[src/hw/rtl/kbs_serdiv.sv]
// ---------------------------------------------------------------------------
// kbs_serdiv: bit-serial restoring divider
// Signed 64-bit dividend by unsigned 16-bit divisor, truncating toward zero,
// one quotient bit per cycle.
// ---------------------------------------------------------------------------
module kbs_serdiv (
  input  logic               clk_i,
  input  logic               rst_ni,
  input  logic               start_i,
  input  logic signed [63:0] num_i,
  input  logic [15:0]        den_i,
  output logic               done_o,
  output logic signed [63:0] quo_o
);
  logic [63:0] q_q;
  logic [16:0] r_q;
  logic [15:0] d_q;
  logic        neg_q, busy_q;
  logic [6:0]  cnt_q;
  logic [16:0] r_sh, r_sub;

  assign r_sh  = {r_q[15:0], q_q[63]};
  assign r_sub = r_sh - {1'b0, d_q};

  always_ff @(posedge clk_i or negedge rst_ni) begin
    if (!rst_ni) begin
      busy_q <= 1'b0;
      cnt_q  <= '0;
      done_o <= 1'b0;
    end else begin
      done_o <= 1'b0;
      if (start_i) begin
        busy_q <= 1'b1;
        cnt_q  <= '0;
      end else if (busy_q) begin
        cnt_q <= cnt_q + 1'b1;
        if (cnt_q == 7'd63) begin
          busy_q <= 1'b0;
          done_o <= 1'b1;
        end
      end
    end
  end

  always_ff @(posedge clk_i) begin
    if (start_i) begin
      q_q   <= num_i[63] ? 64'(-num_i) : num_i;
      neg_q <= num_i[63];
      r_q   <= '0;
      d_q   <= (den_i == '0) ? 16'd1 : den_i;
    end else if (busy_q) begin
      if (!r_sub[16]) begin
        r_q <= r_sub;
        q_q <= {q_q[62:0], 1'b1};
      end else begin
        r_q <= r_sh;
        q_q <= {q_q[62:0], 1'b0};
      end
    end
  end

  assign quo_o = neg_q ? -q_q : q_q;

endmodule

[config.mk]
export PLATFORM = sky130hd
export DESIGN_NAME = kbs_serdiv
export DESIGN_NICKNAME = d
export VERILOG_FILES = /design/src/hw/rtl/kbs_serdiv.sv
export SDC_FILE = /design/constraint.sdc
export NUM_CORES = 1
export LEC_CHECK = 0
export CAP_MARGIN = 20
export CORE_MARGIN = 3
export CORE_UTILIZATION = 50
export DETAILED_ROUTE_END_ITERATION = 8
export DONT_BUFFER_PORTS = 1
export GPL_TIMING_DRIVEN = 0
export PLACE_DENSITY = 0.68
export SLEW_MARGIN = 0
export SYNTH_ARGS = -nofsm -noshare
export SYNTH_HDL_FRONTEND = slang
export SYNTH_SLANG_ARGS = --single-unit
[constraint.sdc]
create_clock -name clk_i -period 3.1 [get_ports clk_i]
set_input_delay 0.465 -clock clk_i [delete_from_list [all_inputs] [get_ports clk_i]]
set_output_delay 0.465 -clock clk_i [all_outputs]
set_load 0.05 [all_outputs]
==> summary.md <==
| Metric | Value |
|---|---|
| Sequential share of the synthesized area | 37.4% |
| Mapped cell area | 0.00797 sq mm |
| Top post-synthesis cells by area | edfxtp_1 (31%), xnor2_1 (8.1%), xor2_1 (7.1%) |
| Req. time, crit path | 2630 ps |
| Most common cell after layout, fill and taps aside | nor2_1 |
| Clk buf depth | 2 |
| Pleak | 3.89 nW |
| H-tree levels | 3 |
| Layout Nets | 1070 |
| Cell taking the most area after synthesis | edfxtp_1 |
| Cells after DPL | 1120 |
| Most frequent cells in the layout | nor2_1 (106), edfxtp_1 (81), a21oi_1 (73), xor2_1 (64), buf_4 (56) |
| Final wirelength | 25400 microns |
| Vias in the first global route | 6842 |
| Yosys top cell area share | 30.5% |
| Via count | 7366 |
| Worst-margin pin slew | 1100 ps |
| Clk pin slew, worst setup/hold paths | 80 ps |
| Min Tclk post-route | 3680 ps |
| Async SR Flop Fraction | 8.49% |
| Slowest library cell on the worst path | edfxtp_1 |
| Synth Flop Type | edfxtp_1 |
| CTS sink count | 106 |
| CTS tree | built |
| Slew Limit Fails | 0 |
| Post-synth EDFFs | 81 |
| Sequential share of power | 37.0% |
| CP startpoint | q_q[35] |
| Cell-internal power | 3.21 mW |
| Rel. slew slack | 26.0% |
| Violated checks | negative setup slack |
| Power Dens Cells | 514 mW/mm^2 |
| Drt first pass iters | 5 |
| Period utilisation layout | 119% |
| CTS buffer count | 9 |
| Worst EP arrival | 3220 ps |
| Clock share of power | 22.4% |
| Post-route setup slack | -582 ps |
| Setup crit end kind | primary output |
| All-layer global routing usage | 26.9% |
| Worst path bufs/invs | 0 |
| FMAX | 272 MHz |
| MaxCap Viol Count | 0 |
| Pin count of the biggest net entering global routing | 65 |
| Placed Instance Area | 0.00848 sq mm |
| Routability cong. | 0.924 |
| I/O Buffers | 0 |
| Post-DR vias/cell | 6.23 |
| Setup violators final | 43 |
| RSZ-0062 raised after global routing | yes |
| Worst IR drop on VDD | 0.319 mV |
| DIE HEIGHT | 132 microns |
| Core Rows | 45 |
| Syn Nets | 1000 |
| Sw Pwr | 2.19 mW |
| Layout cells sized above 1 | 23.7% |
| Initial Util | 51.9% |
| Logic pwr share | 40.6% |
| Yosys cell types | 62 |
| Type of origin of the critical path | register |
| Cells along the critical path | nor3_2 > nand2_1 > nor4_2 > nand3_2 > or3_4 > o41ai_4 > xnor2_4 |
| Critical path peak fanout | 6 |
| Post-synthesis cell count | 897 |
| Status | finished, violations left |
| Sw frac | 40.5% |
| Final std cells w/o fill | 1183 |
| I/O pin count | 148 |
| Setup CP Type | reg2out |
| Synth warnings | 0 |
| Fin Clk Skew | 10.5 ps |
| Hold Fails Final Rpt | 0 |
| Core region area | 0.0154 sq mm |
| Post-DP HPWL | 16700 microns |
| Post-Syn Area per Cell | 8.89 sq um |
| Hold Crit Class | in2reg |
| DRT iter0 DRCs | 620 |
| Fin area | 0.0105 sq mm |
| Flops & latches, synth | 106 |
| Congestion Overflow GR | 0 |
| Post-route DRC | 0 |
| Initial antenna violation count | 0 |
| Post-DRT Antenna Nets | 0 |
| Layout Area Growth over Synthesis | 31.9% |
| Ant diodes | 0 |
| Post-DR wirelength/cell | 21.5 microns |
| Crit-path max cell delay | 560 ps |
| Largest delay share family, worst path | simple AND/OR/NAND/NOR gates |
| Clk root buf | clkbuf_16 |
| Hold wc startpoint | num_i[63] |
| First-pass GRT wire length | 37300 microns |
| Die width | 132 microns |
| Clk_lat worst skew | 360 ps |
| Worst r2r src | q_q[63] |
| Area of the die | 0.0175 sq mm |
[repair_timing]
| item | CTS | global route |
|---|---|---|
| gates resized for setup | 182 | 36 |
| gates cloned | 0 | 0 |
| setup buffers | 20 | 27 |
| hold buffers | 1 | 0 |
| setup endpoints to repair | 67 | 67 |
| pin swaps | 40 | 41 |
| hold endpoints to repair | 9 | 0 |
[layer usage]
metal / vias to the layer above / part of all wire, % / track usage, %
met5: - / 0 / 0
met4: 0 / 3.2 / 9.06
met3: 60 / 8.0 / 5.46
met2: 349 / 48 / 43.7
met1: 3567 / 41 / 36.0
li1: 3390 / - / -
[per-stage QoR]
step	hold slack (ps)	utilization (%)	setup WS, ps	power, mW	TNS [ps]
final	199	68.4	-582	5.40	-12900
after global routing	180	68.4	-666	5.61	-16040
after CTS	188	66.0	-530	5.27	-11130
after detailed placement	170	55.2	-622	3.73	-17330
after global placement	170	54.6	-641	3.66	-17370
after floorplan	169	-	-44.0	3.40	-50.6
[path summary, 6_finish.rpt]
path	to	slack, ps	cells past startpoint
setup / recovery	quo_o[49]	-580	7
hold / removal	neg_q	200	0
setup reg to reg	r_q[0]	190	12
hold reg to reg	done_o	490	1
max in group asynchronous	cnt_q[6]	2350	1
min in group asynchronous	cnt_q[3]	460	1
[power by group through the flow]
stage,combinational (mW),clock (mW),sequential [mW]
2_1_floorplan,1.51,0,1.89
3_3_place_gp,1.71,0,1.95
3_5_place_dp,1.77,0,1.96
4_1_cts,2.06,1.22,1.99
5_1_grt,2.32,1.28,2.01
6_report,2.20,1.21,2.00
[area by class of cell]
class	instances	area [sq um]
Buffer	57	272
Clock buffer	12	256
Clock inverter	4	47.5
Fill cell	1168	4860
Inverter	28	105
Multi-Input combinational cell	705	6120
Sequential cell	106	2980
Tap cell	211	264
Timing Repair Buffer	60	475
[flip-flops by register name (all words and copies together), names as in the netlist]
name and cells:
done_o 1, cnt_q 7, r_q 16, q_q 64
neg_q 1, busy_q 1, d_q 16
[synth_stat cells, types with 2 or more instances]
cell      instances
o31ai_2           3
nor2_1          107
nor3_2            2
nand4b_1          4
or4_1            11
nor4_1           11
nand2_1          63
o21a_1            3
nand4_1           7
a21oi_1          74
clkbuf_1         49
o21ai_0          56
o31ai_1          30
nor3_1           23
mux2i_1          12
buf_1             5
dfrtp_1           9
ha_1             19
o31a_1            2
o41ai_1          16
a211oi_1         12
nand2b_1         17
nor3b_1           2
nand3_1          19
and3_1            4
inv_1            28
o211ai_1          2
edfxtp_1         81
nand3b_1          4
o41ai_2           4
or2_2             5
a311oi_1          2
xor2_1           65
mux2_2            7
a21o_1            4
buf_2             2
xnor2_1          74
or4_4             3
o31ai_4           2
or3_1            17
dfxtp_1          16
[cells by family after synthesis]
group           after synthesis  share of synthesized area, %
simple gates                307                          19.2
compound gates              219                          18.0
xor+xnor                    139                          15.3
flops                       106                          37.4
buf+inv                      86                          4.22
mux                          20                          2.68
fa+ha+maj                    20                          3.23
Power figures use the tool's default switching activity.
