### config.mk
export PLATFORM = sky130hd
export DESIGN_NAME = kbs_cordic
export DESIGN_NICKNAME = d
export VERILOG_FILES = /design/src/hw/rtl/kbs_pkg.sv /design/src/hw/rtl/kbs_cordic.sv
export SDC_FILE = /design/constraint.sdc
export NUM_CORES = 1
export LEC_CHECK = 0
export BUFFER_PORTS_ARGS = -buffer_cell sky130_fd_sc_hd__buf_2
export CAP_MARGIN = 20
export CORE_MARGIN = 2
export CORE_UTILIZATION = 45
export DETAILED_ROUTE_END_ITERATION = 16
export GPL_ROUTABILITY_DRIVEN = 1
export HOLD_SLACK_MARGIN = 0.03
export PLACE_DENSITY_LB_ADDON = 0.25
export SLEW_MARGIN = 20
export SYNTH_ARGS = -nofsm -noshare
export SYNTH_HDL_FRONTEND = slang
export SYNTH_SLANG_ARGS = --single-unit
### constraint.sdc
create_clock -name clk_i -period 5.7 [get_ports clk_i]
set_input_delay 0.285 -clock clk_i [delete_from_list [all_inputs] [get_ports clk_i]]
set_output_delay 0.285 -clock clk_i [all_outputs]
set_load 0.1 [all_outputs]
### src/hw/rtl/kbs_pkg.sv
// ---------------------------------------------------------------------------
// kbs_pkg: shared constants and types for the bicycle model step
// Fixed-point constants, the CORDIC arctangent table and the register map.
// ---------------------------------------------------------------------------
package kbs_pkg;

  localparam int unsigned CordicIters = 24;
  localparam int unsigned IterW       = $clog2(CordicIters + 1);

  localparam logic signed [33:0] PiQ28     = 34'sd843314857;
  localparam logic signed [33:0] HalfPiQ28 = 34'sd421657428;
  localparam logic signed [33:0] TwoPiQ28  = 34'sd1686629713;
  localparam logic signed [33:0] GainQ30   = 34'sd652032874;
  localparam logic [26:0]        Deg2RadK  = 27'd74961321;

  localparam logic signed [31:0] XReset = 32'sd2621440;
  localparam logic signed [31:0] YReset = 32'sd1966080;

  typedef enum logic [1:0] {
    RegWheelbase   = 2'd0,
    RegMaxThrottle = 2'd1,
    RegMaxSpeed    = 2'd2,
    RegTimeStep    = 2'd3
  } reg_idx_e;

  // arctangent of 2^-i in unsigned Q0.28
  function automatic logic [27:0] atan_lut(input logic [4:0] i);
    logic [27:0] r;
    unique case (i)
      5'd0:  r = 28'd210828714;
      5'd1:  r = 28'd124459457;
      5'd2:  r = 28'd65760959;
      5'd3:  r = 28'd33381290;
      5'd4:  r = 28'd16755422;
      5'd5:  r = 28'd8385879;
      5'd6:  r = 28'd4193963;
      5'd7:  r = 28'd2097109;
      5'd8:  r = 28'd1048571;
      5'd9:  r = 28'd524287;
      5'd10: r = 28'd262144;
      5'd11: r = 28'd131072;
      5'd12: r = 28'd65536;
      5'd13: r = 28'd32768;
      5'd14: r = 28'd16384;
      5'd15: r = 28'd8192;
      5'd16: r = 28'd4096;
      5'd17: r = 28'd2048;
      5'd18: r = 28'd1024;
      5'd19: r = 28'd512;
      5'd20: r = 28'd256;
      5'd21: r = 28'd128;
      5'd22: r = 28'd64;
      5'd23: r = 28'd32;
      5'd24: r = 28'd16;
      5'd25: r = 28'd8;
      5'd26: r = 28'd4;
      5'd27: r = 28'd2;
      5'd28: r = 28'd1;
      default: r = 28'd0;
    endcase
    return r;
  endfunction

  // arithmetic shift right by a runtime amount, 34-bit CORDIC datapath
  function automatic logic signed [33:0] asr34(input logic signed [33:0] v,
                                               input logic [4:0] s);
    return v >>> s;
  endfunction

endpackage

### src/hw/rtl/kbs_cordic.sv
// ---------------------------------------------------------------------------
// kbs_cordic: shared iterative CORDIC unit
// Rotation mode (sine/cosine with quadrant folding) or vectoring mode
// (arctangent), one micro-rotation per cycle.
// ---------------------------------------------------------------------------
module kbs_cordic (
  input  logic                      clk_i,
  input  logic                      rst_ni,
  input  logic                      start_i,
  input  logic                      vector_i,
  input  logic signed [33:0]        x_i,
  input  logic signed [33:0]        y_i,
  input  logic signed [33:0]        z_i,
  output logic                      done_o,
  output logic signed [33:0]        x_o,
  output logic signed [33:0]        y_o,
  output logic signed [33:0]        z_o
);
  import kbs_pkg::*;

  logic signed [33:0] x_q, y_q, z_q;
  logic [IterW-1:0]   it_q;
  logic               busy_q, vec_q, neg_q;
  logic signed [33:0] a0, a1, xs, ys;
  logic               fold, dir;
  logic signed [33:0] at;

  always_comb begin
    a0 = z_i;
    if (a0 > PiQ28) begin
      a0 = a0 - TwoPiQ28;
    end else if (a0 < -PiQ28) begin
      a0 = a0 + TwoPiQ28;
    end
    fold = 1'b0;
    a1   = a0;
    if (a0 > HalfPiQ28) begin
      a1 = a0 - PiQ28; fold = 1'b1;
    end else if (a0 < -HalfPiQ28) begin
      a1 = a0 + PiQ28; fold = 1'b1;
    end
  end

  assign xs  = asr34(x_q, it_q[4:0]);
  assign ys  = asr34(y_q, it_q[4:0]);
  assign at  = 34'(atan_lut(it_q[4:0]));
  assign dir = vec_q ? !y_q[33] : !z_q[33];

  always_ff @(posedge clk_i or negedge rst_ni) begin
    if (!rst_ni) begin
      busy_q <= 1'b0;
      it_q   <= '0;
      vec_q  <= 1'b0;
      neg_q  <= 1'b0;
      done_o <= 1'b0;
    end else begin
      done_o <= 1'b0;
      if (start_i) begin
        busy_q <= 1'b1;
        it_q   <= '0;
        vec_q  <= vector_i;
        neg_q  <= vector_i ? 1'b0 : fold;
      end else if (busy_q) begin
        if (it_q == IterW'(CordicIters - 1)) begin
          busy_q <= 1'b0;
          done_o <= 1'b1;
        end
        it_q <= it_q + 1'b1;
      end
    end
  end

  always_ff @(posedge clk_i) begin
    if (start_i) begin
      x_q <= vector_i ? x_i : GainQ30;
      y_q <= vector_i ? y_i : '0;
      z_q <= vector_i ? '0 : a1;
    end else if (busy_q) begin
      if (vec_q) begin
        if (dir) begin
          x_q <= x_q + ys; y_q <= y_q - xs; z_q <= z_q + at;
        end else begin
          x_q <= x_q - ys; y_q <= y_q + xs; z_q <= z_q - at;
        end
      end else begin
        if (dir) begin
          x_q <= x_q - ys; y_q <= y_q + xs; z_q <= z_q - at;
        end else begin
          x_q <= x_q + ys; y_q <= y_q - xs; z_q <= z_q + at;
        end
      end
    end
  end

  assign x_o = neg_q ? -x_q : x_q;
  assign y_o = neg_q ? -y_q : y_q;
  assign z_o = z_q;

endmodule

==> reports/metrics.csv <==
stage;metric;value;unit
outcome;status;complete, no violations;
global_routing;initial antenna violation count;0;
cts;Root Buffer;clkbuf_16;
drt;Via density;6.20;
setup_path;worst path arrival time;5620;ps
finish;Area Growth Syn to Fin;14.5;%
floorplan;core area;52700;um^2
timing;max-slew violation count;0;
setup_path;crit path kind;reg2reg;
setup_path;Data required, critical path;5860;ps
timing;post-route minimum period;5460;ps
logic_synthesis;Post-Synthesis Net Count;3664;
global_routing;vias in the first global route;24400;
global_routing;Remaining Overflow, GRT;0;
power;Max rail drop VDD;0.422;mV
drt;Routed Antenna Nets;0;
logic_synthesis;count of cell types in the netlist;106;
cts;H-tree depth;3;
setup_path;Critical R2R Launch;it_q[1]$_DFFE_PN0P_;
drt;initial DRC count;2280;
logic_synthesis;Async S/R FF share, synth;8.11;%
cts;clock latency on the worst-skew pair;420;ps
drt;Total Wirelength;87700;um
finish;non-filler cells, final;4275;
timing;Slew @ Worst Pin;1010;ps
cts;CTS Buffer Depth;2;
finish;layout cells sized above 1;18.0;%
min_path;Hold Path End;y_q[22]$_DFFE_PP_;
floorplan;die area;55200;um^2
logic_synthesis;Yosys reg bits;111;
power;leakage;11.9;nW
logic_synthesis;synthesized area;24000;um^2
min_path;hold depth;3;
setup_path;Critical Path Sink Type;flop;
placed_design;# placed instances;4251;
placed_design;Port-buffer cells;208;
drt;drt pass-1 iters;6;
timing;max_slew headroom;32.8;%
setup_path;startpoint types;flop;
global_routing;first-pass GRT wire length;136000;um
global_routing;global-route usage over all layers;30.4;%
placed_design;GP Congestion;1.05;
setup_path;Reg2Reg Depth;23;
placed_design;hpwl dp;69600;um
logic_synthesis;Avg Inst Size Synth;7.17;um^2
finish;fin nets;3897;
logic_synthesis;Syn Inst Count;3349;
cts;CTS tree;built;
floorplan;IO Pins;209;
setup_path;Reg2Reg Setup Slack;240;ps
timing;ratio of final minimum period to clock period;95.8;%
logic_synthesis;Yosys warning count;0;
min_path;min-delay src;y_i[22];
setup_path;crit path max fanout;11;
logic_synthesis;Primary FF master, synth;edfxtp_1;
cts;clk slew on worst S/H paths;80;ps
timing;setup TNS;0;ps
timing;final hold violations;0;
global_routing;largest net degree at the start of global routing;64;
floorplan;Die Width;235;um
drt;Wirelength per Cell;20.5;um
logic_synthesis;EDFF count, synth;102;
flow_run;max cap viols;0;
cts;CTS Sinks;111;
drt;DRC Markers;0;
power;Power Dens Cells;688;nW/um^2
min_path;hold crit path type;in2reg;
drt;routed via count;26500;
timing;final number of setup-violating endpoints;0;
timing;Worst Skew;12.6;ps
floorplan;die height;235;um
floorplan;initial core utilization;45.6;%
finish;Antenna Cells;0;
setup_path;worst r2r dst;z_o[27]$_DFFE_PP_;
cts;TritonCTS Buffers;9;
floorplan;Core Rows;84;
timing;FMAX;183;MHz
finish;Filler Cells Inserted;5279;
logic_synthesis;sequential fraction of the synthesis area;13.7;%
per-layer routing:
layer / part of all wire (%) / global-route usage [%]
met1: 40 / 37.0
met3: 5.8 / 3.04
met5: 0 / 0
met4: 5.4 / 16.6
met2: 48 / 52.5
through the flow:
step / total power, mW / hold slack [ps] / util [%] / worst slack, ps / instance area [um^2]
after floorplan: 13.8 / -10.6 / - / 41.2 / 24000
after global routing: 20.2 / 157 / 52.2 / -14.1 / 27500
after detailed placement: 17.7 / 185 / 51.2 / 26.3 / 27000
after CTS: 18.5 / 125 / 51.7 / 0.857 / 27200
after global placement: 17.7 / 185 / 51.2 / 112 / 27000
final: 18.9 / 137 / 52.2 / 238 / 27500
power breakdown:
group          leakage [nW]  total [mW]  switching (mW)  internal (mW)
Combinational          10.6        16.1            10.5           5.62
Clock                 0.133       0.655           0.361          0.294
Sequential             1.23        2.12           0.654           1.47
Total                  11.9        18.9            11.5           7.38
what timing repair did:
action	in CTS	in global routing
endpoints found under the setup margin	2	22
hold buffers	1	0
resized for setup	1	57
setup buffers	0	7
pin swaps	0	7
hold endpoints to repair	9	0
kinds of logic (layout without fill, tap and decap cells):
logic type / count (synthesis) / count (layout) / share of synthesized area (%)
XOR/XNOR: 189 / 189 / 6.90
multiplexers: 113 / 113 / 6.42
flip-flops: 111 / 111 / 13.7
AND/OR/NAND/NOR: 1192 / 1192 / 23.6
buffers and inverters: 434 / 672 / 7.09
AO/OA/AOI/OAI: 1101 / 1101 / 31.2
adder cells (fa/ha/maj): 209 / 209 / 11.1
area by class of cell:
class / instances / area, um^2 / area share, %
multi-input combinational: 2804 / 19200 / 70.0
sequential: 111 / 3300 / 12.0
timing repair buffer: 462 / 3090 / 11.3
tap: 688 / 861 / 3.13
inverter: 194 / 732 / 2.66
clock buffer: 11 / 233 / 0.847
clock inverter: 5 / 25.0 / 0.0910
worst max-delay path by stage:
stage,start,end
6_report,it_q[1]$_DFFE_PN0P_,z_o[27]$_DFFE_PP_
5_1_grt,it_q[1]$_DFFE_PN0P_,z_o[27]$_DFFE_PP_
4_1_cts,it_q[1]$_DFFE_PN0P_,y_q[33]$_DFFE_PP_
3_5_place_dp,it_q[0]$_DFFE_PN0P_,y_q[27]$_DFFE_PP_
3_3_place_gp,it_q[1]$_DFFE_PN0P_,z_o[27]$_DFFE_PP_
2_1_floorplan,it_q[0]$_DFFE_PN0P_,y_q[27]$_DFFE_PP_
cells in the final DEF (no fill, tap or decap), types with 13 or more instances in the layout:
| master | Yosys | layout |
|---|---|---|
| a211oi_1 | 61 | 57 |
| a21o_1 | 61 | 61 |
| a21oi_1 | 240 | 237 |
| a31oi_1 | 32 | 29 |
| a32oi_1 | 14 | 14 |
| and2_1 | 21 | 21 |
| and3_1 | 30 | 30 |
| buf_2 | 20 | 208 |
| buf_4 | 6 | 241 |
| edfxtp_1 | 102 | 102 |
| ha_1 | 203 | 202 |
| inv_1 | 191 | 189 |
| mux2_2 | 17 | 16 |
| mux2i_1 | 65 | 64 |
| mux4_2 | 31 | 31 |
| nand2_1 | 414 | 414 |
| nand2b_1 | 35 | 35 |
| nand3_1 | 60 | 60 |
| nand4_1 | 23 | 23 |
| nor2_1 | 312 | 310 |
| nor2b_1 | 32 | 32 |
| nor3_1 | 95 | 93 |
| nor4_1 | 33 | 32 |
| o211ai_1 | 44 | 44 |
| o21a_1 | 80 | 80 |
| o21ai_0 | 243 | 228 |
| o21ai_1 | 2 | 13 |
| o21bai_1 | 32 | 30 |
| o221ai_1 | 18 | 18 |
| o31ai_1 | 44 | 41 |
| o41ai_1 | 17 | 14 |
| or2_2 | 19 | 18 |
| or3_1 | 45 | 45 |
| or4_1 | 22 | 22 |
| xnor2_1 | 154 | 154 |
| xor2_1 | 35 | 35 |
flip-flops by register name, indices dropped and copies added (netlist names):
| register | cells |
|---|---|
| it_q | 5 |
| y_q | 34 |
| neg_q | 1 |
| x_q | 34 |
| done_o | 1 |
| vec_q | 1 |
| busy_q | 1 |
| z_o | 34 |
synthesized netlist by cell type, types with 14 or more instances:
cell type	number	area, um^2
mux2_2	17	191
o21ai_0	243	1220
buf_1	36	135
nor2_1	312	1170
edfxtp_1	102	3060
inv_1	191	717
o21a_1	80	601
ha_1	203	2540
or3_1	45	282
nor2b_1	32	200
and2_1	21	131
nand4_1	23	144
a21oi_1	240	1200
a211oi_1	61	458
nor3_1	95	475
a32oi_1	14	123
o31ai_1	44	330
nor4_1	33	206
or4_1	22	165
mux4_2	31	698
a31oi_1	32	200
o211ai_1	44	330
clkbuf_1	173	649
or2_2	19	119
a311oi_1	14	123
a21o_1	61	458
xor2_1	35	307
nand2_1	414	1550
o221ai_1	18	158
buf_2	20	100
nand2b_1	35	219
and3_1	30	188
xnor2_1	154	1350
mux2i_1	65	651
o21bai_1	32	240
nand3_1	60	300
o41ai_1	17	149
critical path, stage by stage, from the launching register on:
cell and delay [ps]:
dfrtp_4 580, buf_4 220, buf_4 170, ha_1 180, or2_2 310, or3_1 350
o21ai_2 110, ha_2 310, buf_4 150, a21o_1 200, a211oi_1 210, a21boi_1 220
buf_4 150, nor3_1 70, o21ai_1 290, o31ai_2 110, a221oi_1 250, buf_4 180
o21ai_0 70, o31ai_1 200, o211ai_1 140, xor2_1 210, o211ai_1 90, or3_1 420
Power figures use the tool's default switching activity.
